$ cat src/hdl/cctip_pkg.sv
// Shared types and constants of the cycle counter time interpolator.
`default_nettype none
package cctip_pkg;

    localparam int CNT_W    = 32;
    localparam int OFF_W    = 14;
    localparam int WIDE_W   = 64;
    localparam int S_DATA_W = 64;
    localparam int M_DATA_W = 48;

    // Item kinds carried in s_tuser.
    localparam logic OP_TICK  = 1'b0;
    localparam logic OP_QUERY = 1'b1;

    // Operand selection of the shared divider.
    localparam logic DIV_SEL_TICK  = 1'b0;
    localparam logic DIV_SEL_RECIP = 1'b1;

    typedef struct packed {
        logic capture;
        logic tick_upd;
        logic seen_load;
        logic div_start;
        logic div_sel;
        logic recip_ones;
        logic recip_load;
        logic mul_load;
        logic out_load;
    } cmd_t;

    typedef struct packed {
        logic op;
        logic need_recip;
        logic div_done;
        logic quo_zero;
        logic out_free;
    } sts_t;

endpackage
`default_nettype wire

$ cat src/hdl/cctip_div.sv
// Restoring 64-by-64 bit divider that produces one quotient bit per cycle.
`default_nettype none
module cctip_div (
    input  wire logic                          aclk,
    input  wire logic                          aresetn,
    input  wire logic                          start,
    input  wire logic [cctip_pkg::WIDE_W-1:0]  dividend,
    input  wire logic [cctip_pkg::WIDE_W-1:0]  divisor,
    output logic                               done,
    output logic [cctip_pkg::WIDE_W-1:0]       quotient
);

    localparam int W     = cctip_pkg::WIDE_W;
    localparam int CNT_B = $clog2(W);

    logic [W-1:0]     rem_reg, rem_next;
    logic [W-1:0]     quo_reg, quo_next;
    logic [W-1:0]     dvs_reg;
    logic [CNT_B-1:0] cnt_reg;
    logic             busy_reg;
    logic             done_reg;
    logic [W:0]       shifted;
    logic [W+1:0]     diff;

    always_comb begin
        shifted = {rem_reg, quo_reg[W-1]};
        diff    = {1'b0, shifted} - {2'b00, dvs_reg};
        if (!diff[W+1]) begin
            rem_next = diff[W-1:0];
            quo_next = {quo_reg[W-2:0], 1'b1};
        end else begin
            rem_next = shifted[W-1:0];
            quo_next = {quo_reg[W-2:0], 1'b0};
        end
    end

    always_ff @(posedge aclk) begin
        if (!aresetn) begin
            busy_reg <= 1'b0;
            done_reg <= 1'b0;
            cnt_reg  <= '0;
        end else begin
            done_reg <= busy_reg && (cnt_reg == CNT_B'(W - 1));
            if (start) begin
                busy_reg <= 1'b1;
                cnt_reg  <= '0;
            end else if (busy_reg) begin
                cnt_reg <= cnt_reg + 1'b1;
                if (cnt_reg == CNT_B'(W - 1)) begin
                    busy_reg <= 1'b0;
                end
            end
        end
    end

    always_ff @(posedge aclk) begin
        if (start) begin
            rem_reg <= '0;
            quo_reg <= dividend;
            dvs_reg <= divisor;
        end else if (busy_reg) begin
            rem_reg <= rem_next;
            quo_reg <= quo_next;
        end
    end

    assign done     = done_reg;
    assign quotient = quo_reg;

endmodule
`default_nettype wire

$ cat src/hdl/cctip_dp.sv
// Datapath: count state, reciprocal cache, divider, multiplier and output register.
`default_nettype none
module cctip_dp #(
    parameter int USECS_PER_TICK = 10000
) (
    input  wire logic                            aclk,
    input  wire logic                            aresetn,
    input  wire cctip_pkg::cmd_t                 cmd,
    output cctip_pkg::sts_t                      sts,
    input  wire logic                            in_tuser,
    input  wire logic [cctip_pkg::S_DATA_W-1:0]  in_tdata,
    output logic [cctip_pkg::M_DATA_W-1:0]       out_tdata,
    output logic                                 out_tvalid,
    input  wire logic                            out_tready,
    input  wire logic                            cfg_wr_en,
    input  wire logic [cctip_pkg::CNT_W-1:0]     cfg_wr_data
);

    localparam int CW = cctip_pkg::CNT_W;
    localparam int WW = cctip_pkg::WIDE_W;
    localparam int OW = cctip_pkg::OFF_W;
    localparam logic [WW-1:0] RECIP_NUM  = WW'(USECS_PER_TICK) << CW;
    localparam logic [CW-1:0] OFFSET_MAX = CW'(USECS_PER_TICK - 1);

    logic [CW-1:0] cfg_reg;
    logic          op_reg;
    logic [CW-1:0] count_reg;
    logic [CW-1:0] tick_reg;
    logic [CW-1:0] wrap_reg;
    logic [CW-1:0] last_reg;
    logic [CW-1:0] seen_reg;
    logic [CW-1:0] recip_reg;
    logic [WW-1:0] prod_reg;
    logic [cctip_pkg::M_DATA_W-1:0] out_data_reg;
    logic          out_valid_reg;

    logic [WW-1:0] div_dividend;
    logic [WW-1:0] div_divisor;
    logic [WW-1:0] div_quo;
    logic          div_done;
    logic [CW-1:0] delta;
    logic [CW-1:0] prod_hi;
    logic [CW-1:0] offset_sat;
    logic [CW-1:0] compare;
    logic          out_free;

    always_comb begin
        if (cmd.div_sel == cctip_pkg::DIV_SEL_TICK) begin
            div_dividend = {wrap_reg, last_reg};
            div_divisor  = {{(WW - CW){1'b0}}, tick_reg};
        end else begin
            div_dividend = RECIP_NUM;
            div_divisor  = div_quo;
        end
    end

    cctip_div u_div (
        .aclk     (aclk),
        .aresetn  (aresetn),
        .start    (cmd.div_start),
        .dividend (div_dividend),
        .divisor  (div_divisor),
        .done     (div_done),
        .quotient (div_quo)
    );

    assign delta      = count_reg - last_reg;
    assign prod_hi    = prod_reg[WW-1:CW];
    assign offset_sat = (prod_hi > OFFSET_MAX) ? OFFSET_MAX : prod_hi;
    assign compare    = count_reg + cfg_reg;
    assign out_free   = !out_valid_reg || out_tready;

    always_comb begin
        sts.op         = op_reg;
        sts.need_recip = (tick_reg != '0) && (tick_reg != seen_reg);
        sts.div_done   = div_done;
        sts.quo_zero   = (div_quo == '0);
        sts.out_free   = out_free;
    end

    always_ff @(posedge aclk) begin
        if (!aresetn) begin
            cfg_reg       <= CW'(1000000);
            wrap_reg      <= '0;
            last_reg      <= '0;
            seen_reg      <= '0;
            recip_reg     <= '0;
            out_valid_reg <= 1'b0;
        end else begin
            if (cfg_wr_en) begin
                cfg_reg <= cfg_wr_data;
            end
            if (cmd.tick_upd) begin
                // A tick number of zero restarts the extended count.
                if (tick_reg == '0) begin
                    wrap_reg <= '0;
                    last_reg <= '0;
                end else begin
                    if (count_reg < last_reg) begin
                        wrap_reg <= wrap_reg + 1'b1;
                    end
                    last_reg <= count_reg;
                end
            end
            if (cmd.seen_load) begin
                seen_reg <= tick_reg;
            end
            if (cmd.recip_ones) begin
                recip_reg <= '1;
            end else if (cmd.recip_load) begin
                recip_reg <= div_quo[CW-1:0];
            end
            if (cmd.out_load) begin
                out_valid_reg <= 1'b1;
            end else if (out_tready) begin
                out_valid_reg <= 1'b0;
            end
        end
    end

    always_ff @(posedge aclk) begin
        if (cmd.capture) begin
            op_reg    <= in_tuser;
            count_reg <= in_tdata[CW-1:0];
            tick_reg  <= in_tdata[2*CW-1:CW];
        end
        if (cmd.mul_load) begin
            prod_reg <= WW'(delta) * WW'(recip_reg);
        end
        if (cmd.out_load) begin
            if (op_reg == cctip_pkg::OP_TICK) begin
                out_data_reg <= {{(cctip_pkg::M_DATA_W - CW){1'b0}}, compare};
            end else begin
                out_data_reg <= {{(cctip_pkg::M_DATA_W - CW - OW){1'b0}},
                                 offset_sat[OW-1:0], {CW{1'b0}}};
            end
        end
    end

    assign out_tdata  = out_data_reg;
    assign out_tvalid = out_valid_reg;

endmodule
`default_nettype wire

$ cat src/hdl/cctip_ctrl.sv
// Controller state machine that sequences tick updates, divisions and queries.
`default_nettype none
module cctip_ctrl (
    input  wire logic              aclk,
    input  wire logic              aresetn,
    input  wire logic              s_tvalid,
    output logic                   s_tready,
    input  wire cctip_pkg::sts_t   sts,
    output cctip_pkg::cmd_t        cmd
);

    typedef enum logic [6:0] {
        S_IDLE  = 7'b0000001,
        S_CHECK = 7'b0000010,
        S_TICK  = 7'b0000100,
        S_DIV1  = 7'b0001000,
        S_DIV2  = 7'b0010000,
        S_MUL   = 7'b0100000,
        S_OUT   = 7'b1000000
    } state_t;

    state_t state_reg, state_next;

    always_comb begin
        state_next = state_reg;
        cmd        = '0;
        s_tready   = 1'b0;
        unique case (state_reg)
            S_IDLE: begin
                s_tready = 1'b1;
                if (s_tvalid) begin
                    cmd.capture = 1'b1;
                    state_next  = S_CHECK;
                end
            end
            S_CHECK: begin
                if (sts.op == cctip_pkg::OP_TICK) begin
                    state_next = S_TICK;
                end else if (sts.need_recip) begin
                    cmd.seen_load = 1'b1;
                    cmd.div_start = 1'b1;
                    cmd.div_sel   = cctip_pkg::DIV_SEL_TICK;
                    state_next    = S_DIV1;
                end else begin
                    state_next = S_MUL;
                end
            end
            S_TICK: begin
                cmd.tick_upd = 1'b1;
                state_next   = S_OUT;
            end
            S_DIV1: begin
                cmd.div_sel = cctip_pkg::DIV_SEL_TICK;
                if (sts.div_done) begin
                    // Fewer cycles counted than ticks leaves no usable rate.
                    if (sts.quo_zero) begin
                        cmd.recip_ones = 1'b1;
                        state_next     = S_MUL;
                    end else begin
                        cmd.div_start = 1'b1;
                        cmd.div_sel   = cctip_pkg::DIV_SEL_RECIP;
                        state_next    = S_DIV2;
                    end
                end
            end
            S_DIV2: begin
                cmd.div_sel = cctip_pkg::DIV_SEL_RECIP;
                if (sts.div_done) begin
                    cmd.recip_load = 1'b1;
                    state_next     = S_MUL;
                end
            end
            S_MUL: begin
                cmd.mul_load = 1'b1;
                state_next   = S_OUT;
            end
            S_OUT: begin
                if (sts.out_free) begin
                    cmd.out_load = 1'b1;
                    state_next   = S_IDLE;
                end
            end
            default: begin
                state_next = S_IDLE;
            end
        endcase
    end

    always_ff @(posedge aclk) begin
        if (!aresetn) begin
            state_reg <= S_IDLE;
        end else begin
            state_reg <= state_next;
        end
    end

endmodule
`default_nettype wire

$ cat src/hdl/cycle_counter_time_interpolator_unit.sv
// Top level of the cycle counter time interpolator.
`default_nettype none
// Extends a free-running 32-bit cycle counter to a 64-bit count and reports
// the microseconds elapsed since the last tick. An item with s_tuser low is a
// tick: it updates the wrap count and the stored count and returns the next
// compare value (count plus cycles_per_tick). An item with s_tuser high is a
// query: it returns the offset in microseconds, saturated just below one
// tick. One item is worked on at a time. A tick goes through the check, tick
// and output states to the result register, and a query whose tick number is
// zero or unchanged through the check, multiply and output states. A query
// with a new nonzero tick number refreshes the cached reciprocal through two
// passes of a shared restoring divider that yields one quotient bit per
// cycle (only one pass when the first quotient is zero). The result register
// lets the next item be taken while a result still waits on m_tready.
module cycle_counter_time_interpolator_unit #(
    parameter int USECS_PER_TICK = 10000
) (
    input  wire logic                            aclk,
    input  wire logic                            aresetn,
    input  wire logic                            s_tvalid,
    output logic                                 s_tready,
    // Bits from 0: cycle_count[31:0], tick_number[63:32].
    input  wire logic [cctip_pkg::S_DATA_W-1:0]  s_tdata,
    // Bits from 0: op[0].
    input  wire logic                            s_tuser,
    output logic                                 m_tvalid,
    input  wire logic                            m_tready,
    // Bits from 0: compare_value[31:0], offset_us[45:32], zero[47:46].
    output logic [cctip_pkg::M_DATA_W-1:0]       m_tdata,
    input  wire logic                            cfg_wr_en,
    input  wire logic [cctip_pkg::CNT_W-1:0]     cfg_wr_data
);

    cctip_pkg::cmd_t cmd;
    cctip_pkg::sts_t sts;

    cctip_ctrl u_ctrl (
        .aclk     (aclk),
        .aresetn  (aresetn),
        .s_tvalid (s_tvalid),
        .s_tready (s_tready),
        .sts      (sts),
        .cmd      (cmd)
    );

    cctip_dp #(
        .USECS_PER_TICK (USECS_PER_TICK)
    ) u_dp (
        .aclk        (aclk),
        .aresetn     (aresetn),
        .cmd         (cmd),
        .sts         (sts),
        .in_tuser    (s_tuser),
        .in_tdata    (s_tdata),
        .out_tdata   (m_tdata),
        .out_tvalid  (m_tvalid),
        .out_tready  (m_tready),
        .cfg_wr_en   (cfg_wr_en),
        .cfg_wr_data (cfg_wr_data)
    );

`ifndef SYNTHESIS
    // Only one item is in flight, so an accepted item closes the input.
    assert property (@(posedge aclk) disable iff (!aresetn)
        (s_tvalid && s_tready) |=> !s_tready)
        else $error("input accepted while an item is in flight");

    // The result register is loaded only when it is empty or being drained.
    assert property (@(posedge aclk) disable iff (!aresetn)
        cmd.out_load |-> (!m_tvalid || m_tready))
        else $error("result overwritten before it was taken");

    // A loaded result is offered on the next cycle.
    assert property (@(posedge aclk) disable iff (!aresetn)
        cmd.out_load |=> m_tvalid)
        else $error("loaded result not presented");
`endif

endmodule
`default_nettype wire
$ cat config.mk
export PLATFORM = sky130hd
export DESIGN_NAME = cycle_counter_time_interpolator_unit
export DESIGN_NICKNAME = d
export VERILOG_FILES = /design/src/hdl/cctip_pkg.sv /design/src/hdl/cctip_div.sv /design/src/hdl/cctip_dp.sv /design/src/hdl/cctip_ctrl.sv /design/src/hdl/cycle_counter_time_interpolator_unit.sv
export SDC_FILE = /design/constraint.sdc
export NUM_CORES = 2
export LEC_CHECK = 0
export BUFFER_PORTS_ARGS = -buffer_cell sky130_fd_sc_hd__buf_2
export CORE_ASPECT_RATIO = 0.5
export CORE_MARGIN = 2
export CORE_UTILIZATION = 55
export CTS_CLUSTER_DIAMETER = 60
export DETAILED_ROUTE_END_ITERATION = 10
export PLACE_DENSITY = 0.74
export RECOVER_POWER = 50
export SKIP_CTS_REPAIR_TIMING = 1
export SYNTH_ARGS = -nofsm -noshare
export SYNTH_HDL_FRONTEND = slang
export SYNTH_SLANG_ARGS = --single-unit
export TNS_END_PERCENT = 100
$ cat constraint.sdc
create_clock -name aclk -period 9.4 [get_ports aclk]
set_input_delay 0.47 -clock aclk [delete_from_list [all_inputs] [get_ports aclk]]
set_output_delay 0.47 -clock aclk [all_outputs]
set_load 0.02 [all_outputs]
# == Word level (Yosys, flattened, before mapping) ==
# Cells that the tools add are included.
# word_totals
reg_bits,545
input_bits,102
output_inout_bits,50
word_cells,104
# classes
n_addsub,5
multipliers,1
order_cmp,2
n_eq_ne,13
mux,43
n_bitwise,2
n_reduce_logical,16
# op_table
operator,count
$mux 64,4
$mux 32,6
$sub 65x64->66,1
$logic_not 64->1,1
$mul 32x32->64,1
$pmux 7 s6,1
$add 32x1->32 const B,1
$add 32x32->32,1
$gt 32x14->1 const B,1
$logic_not 32->1,1
$lt 32x32->1,1
$ne 32x32->1,1
$reduce_bool 32->1,1
$sub 32x32->32,1
$mux 7,4
$mux 1,18
$mux 6,3
$mux 14,1
$mux 3,3
$reduce_bool 2->1,4
$eq 7x1->1 const B,1
$eq 7x2->1 const B,1
$eq 7x3->1 const B,1
$eq 7x4->1 const B,1
17 further kinds,23

# == Longest topological paths before layout ==
# logic_depth
ltp_word,7
mapped_depth,42

# == Modules after synthesis ==
# Synthesis repeated with hierarchy kept, for this count alone.
# hier_totals
cells_unflattened,6564
hier_area_um2,61866.8
# by_module_without_submodules
mod,instances,cells_per_inst,area_per_inst_um2
cctip_dp,1,5289,49412.4
cctip_div,1,1217,11961.5
cctip_ctrl,1,58,493.0

# == Worst setup path before layout ==
# No wires, ideal clock.
# synth_path
path_kind,reg2reg
startpoint,reg u_dp.last_reg[1]
endpoint,"reg u_dp.prod_reg[52], data pin"
setup_time_ns,0.259
arrival_time_ns,9.116
setup_slack_ns,0.025
path_stages_with_launch,38
cell_sequence,dfxtp_1 inv_1 ha_1 nor2b_1 o21ai_0 a21boi_1 o211a_1 o211ai_2 a21oi_1 o31ai_1 nand2b_1 and2_1 clkbuf_1 nor2_1 clkbuf_1 and2_1 fa_1 fa_1 (+2 left out) inv_1 fa_1 fa_1 fa_1 fa_1 fa_1 ha_1 nand4_1 nor3_1 nand2_1 a31oi_1 o31a_1 o21a_1 o2111ai_1 and3_1 a221oi_1 a31oi_1 xnor2_1
# synth_between
elab_chain_cells,2
# synth_rtl
element,line_no,source
start: declaration,cctip_dp.sv:30,logic [CW-1:0] last_reg;
start signal: assignment,cctip_dp.sv:102,last_reg <= count_reg;
$sub 32x32->32,cctip_dp.sv:67,assign delta = count_reg - last_reg;
$mul 32x32->64,cctip_dp.sv:128,prod_reg <= WW'(delta) * WW'(recip_reg);
end signal: assignment,cctip_dp.sv:128,
end: declaration,cctip_dp.sv:33,logic [WW-1:0] prod_reg;
# No other way between the ends.
# A chain may end at the register's enable or synchronous reset.

# == Final worst setup path ==
# layout_path
startpoint,reg u_dp.count_reg[1]
endpoint,"reg u_dp.prod_reg[61], data pin"
# layout_between
elab_chain_cells,2
# layout_rtl
element,line_no,source
start: declaration,cctip_dp.sv:27,logic [CW-1:0] count_reg;
start signal: assignment,cctip_dp.sv:124,count_reg <= in_tdata[CW-1:0];
$sub 32x32->32,cctip_dp.sv:67,
$mul 32x32->64,cctip_dp.sv:128,
# No other way between the ends.

==> results by group <==
Outcome
  – Run status: complete, but fails checks
  – Violated checks: capacitance limit, slew limit, setup timing

Synthesis
  – Dominant combinational cell family by area after synthesis: adder cells
  – Most common library cells after synthesis: 1046 x inv_1, 969 x nand2_1, 898 x fa_1
  – Yosys reg bits: 511
  – Share of synthesized area occupied by flip-flops and latches: 21.29%
  – Flip-flop cell with the highest count after synthesis: edfxtp_1
  – Most frequent cell after synthesis: inv_1
  – Fraction of synthesized cell area in xor and xnor cells: 2.623%
  – Synthesized cell area: 60780 µm²
  – Synth area leaders: fa_1 30%, edfxtp_1 13%, ha_1 8.0%, dfxtp_1 7.9%, inv_1 6.5%
  – Multiplexer fraction of the synthesized cell area: 1.746%
  – Post-synthesis cell type count: 80
  – Number of instances in the synthesized netlist: 6703
  – Largest area contributor in the synthesized netlist: fa_1
  – Post-synth EDFFs: 271
  – Synth top area share: 29.58%
  – Adder and majority gate portion of the synthesized area: 37.58%
  – Yosys warnings: 0
  – Fraction of the mapped netlist area in compound gates: 9.613%
  – Mean post-synth cell area: 9.068 µm²
  – Synth Area in Simple Gates: 18.14%
  – Ys async rst share: 0%

Global route
  – Sum of overflow across all layers after global routing: 0
  – Wire length of the first global-routing pass: 273600 µm
  – Maximum number of pins on one net before global-route repair: 125
  – Total GRT Usage: 30.94%
  – Vias in the first global route: 49.35k
  – Number of antenna violations at the first check in global routing: 7

Setup path
  – Cell with the biggest individual delay on the critical path: fa_1
  – Arr. time, crit path: 10.27 ns
  – Maximum fanout along the worst path: 6
  – Critical path startpoint category: flip-flop
  – Data required time at the worst endpoint: 9.78 ns
  – Critical path capture point type: flip-flop
  – Highest cell delay on the worst timing path: 0.57 ns
  – Type of the setup path with the least slack: flip-flop to flip-flop
  – Critical Path Most Common Cell: fa_1

Final layout
  – Nets: 8402
  – Final core utilization: 62.61%
  – Fill cells: 9118
  – Area growth, synth to finish: 13.16%
  – Share of layout cells above drive strength 1: 11.55%
  – Count of non-filler cells in the finished layout: 8553

Floorplan
  – Standard-cell rows: 86
  – Chip Width: 474.1 µm
  – Vertical die dimension: 239.1 µm
  – Full die area: 113300 µm²
  – Number of placed I/O pins: 152
  – Core region area: 109900 µm²
  – Initial Util: 55.33%

STA
  – Number of pins with negative max-slew slack in the final report: 146
  – Unrepaired setup endpoints after global routing: true
  – Achievable Freq: 101.1 MHz
  – Share of the clock period used by the worst path: 105.2%
  – Final setup skew: 0.03793 ns
  – Final count of hold timing violations: 0
  – Transition time at the pin with the least slew margin: 2.675 ns
  – Min cycle time layout: 9.893 ns
  – Tightest slew margin relative to the limit: -78.35%
  – Setup violations, final: 26
  – Worst-case setup margin in the final layout: -0.4932 ns

Power and ir drop
  – Power dissipated by switching net loads: 3.322 mW
  – Internal power: 5.161 mW
  – Leakage power: 32.09 nW
  – Power Density: 123.3 nW/µm²
  – Clock network power share: 25.9%
  – Combinational fraction of design power: 41.5%
  – IR Drop Worst-Case VDD: 0.0002499 V
  – Share of total power in sequential cells: 32.6%
  – Switching share of power: 39.16%
  – Sum of internal, switching and leakage power: 8.483 mW

Placed design
  – Placed Cells incl. Taps: 8399
  – Count of buffers from port buffering: 149
  – Sum of net half-perimeters after detailed placement: 133800 µm
  – Final weighted congestion in routability-driven placement: 0.9602

Detailed routing
  – Average wire per cell in the routed design: 20.24 µm
  – Vias per cell: 5.679
  – Antenna violation net count after detailed routing: 0
  – Number of detailed-routing iterations run before antenna repair: 8
  – Detailed Route Iter0 Violations: 4261
  – Residual DRC count: 0
  – DRT Wirelength: 173100 µm
  – Total number of vias: 48.57k

Clocking
  – Worst-path clk slew: 0.06 ns
  – Clock sinks: 511
  – Clock latency reported for the late side of the worst-skew pair: 0.66 ns
  – Clock root cell: clkbuf_16
  – Maximum level of the CTS H-tree: 2
  – Clock buffers created by TritonCTS: 51
  – TritonCTS clock tree: built
  – Number of buffers between clock root and the deepest sink: 3

Worst hold path
  – HP Class: primary input to flip-flop

Flow run
  – Max-capacitance violation count: 3
-- final timing paths --
path	start	end	slack, ns	depth (start not counted)
min	s_tdata[1]	u_dp.count_reg[1]$_DFFE_PP_	0.02	1
max	u_dp.count_reg[1]$_DFFE_PP_	u_dp.prod_reg[61]$_DFFE_PP_	-0.49	38
min reg2reg	u_dp.cfg_reg[18]$_SDFFE_PN1P_	u_dp.cfg_reg[18]$_SDFFE_PN1P_	0.48	2
max reg2reg	u_dp.count_reg[1]$_DFFE_PP_	u_dp.prod_reg[61]$_DFFE_PP_	-0.49	38
-- final cells by class --
type	instances	area [µm²]	area share, %
Antenna cell	1	2.502	0.003638
Inverter	1047	3930	5.714
Tap cell	1496	1872	2.721
Clock buffer	66	1394	2.026
Timing Repair Buffer	660	5116	7.438
Multi-Input combinational cell	4742	43150	62.73
Clock inverter	30	372.9	0.5421
Sequential cell	511	12950	18.83
-- cell families after synthesis --
kind of cell,Yosys count
compound gates,923
fa+ha+maj,1287
buf+inv,1451
simple gates,2246
other cells,1
mux,102
xor+xnor,182
flops,511
-- cells in the final DEF (no fill, tap or decap), drive strengths merged, types with 144 or more instances in the layout --
cell type and instances:
buf 548, nand2 969, fa 898, inv 1051, clkbuf 144, o21ai 253, dfxtp 240, and2 508
a21oi 241, nor2 228, ha 389, edfxtp 271
-- layer usage --
metal,track usage [%],vias up,share of wire [%]
li1,-,22027,-
met4,11.23,2,4.3
met1,41.49,23994,40
met3,6.933,431,9.8
met2,49.42,2118,46
met5,0,-,0.032
-- through the flow --
step / setup WS [ns] / setup TNS (ns) / cell area [µm²] / hold slack (ns)
floorplan: 0.02457 / 0 / 60790 / 0.4460
global placement: -0.5459 / -8.498 / 66010 / 0.4600
detailed placement: -0.8056 / -13.27 / 66010 / 0.4683
CTS: -0.8789 / -15.15 / 67780 / -0.02983
global route: -0.8616 / -17.97 / 68780 / 0.004346
finish: -0.4932 / -7.782 / 68780 / 0.02134
-- critical path, delay by kind of cell (launching register included) --
kind | cells | cell delay [ns]
AO/OA/AOI/OAI | 14 | 2.46
XOR/XNOR | 2 | 0.32
adder cells (fa/ha/maj) | 10 | 4.60
buffers and inverters | 6 | 0.82
flip-flops | 1 | 0.47
AND/OR/NAND/NOR | 6 | 0.94
-- power by group through the flow --
stage | Combinational, mW | Clock, mW | Sequential, mW
3_3_place_gp | 3.33 | 0 | 2.80
3_5_place_dp | 3.37 | 0 | 2.80
6_report | 3.52 | 2.20 | 2.76
5_1_grt | 3.84 | 2.31 | 2.78
4_1_cts | 3.39 | 2.21 | 2.76
2_1_floorplan | 2.28 | 0 | 2.73
No activity file was read; power rests on OpenSTA's default activity.
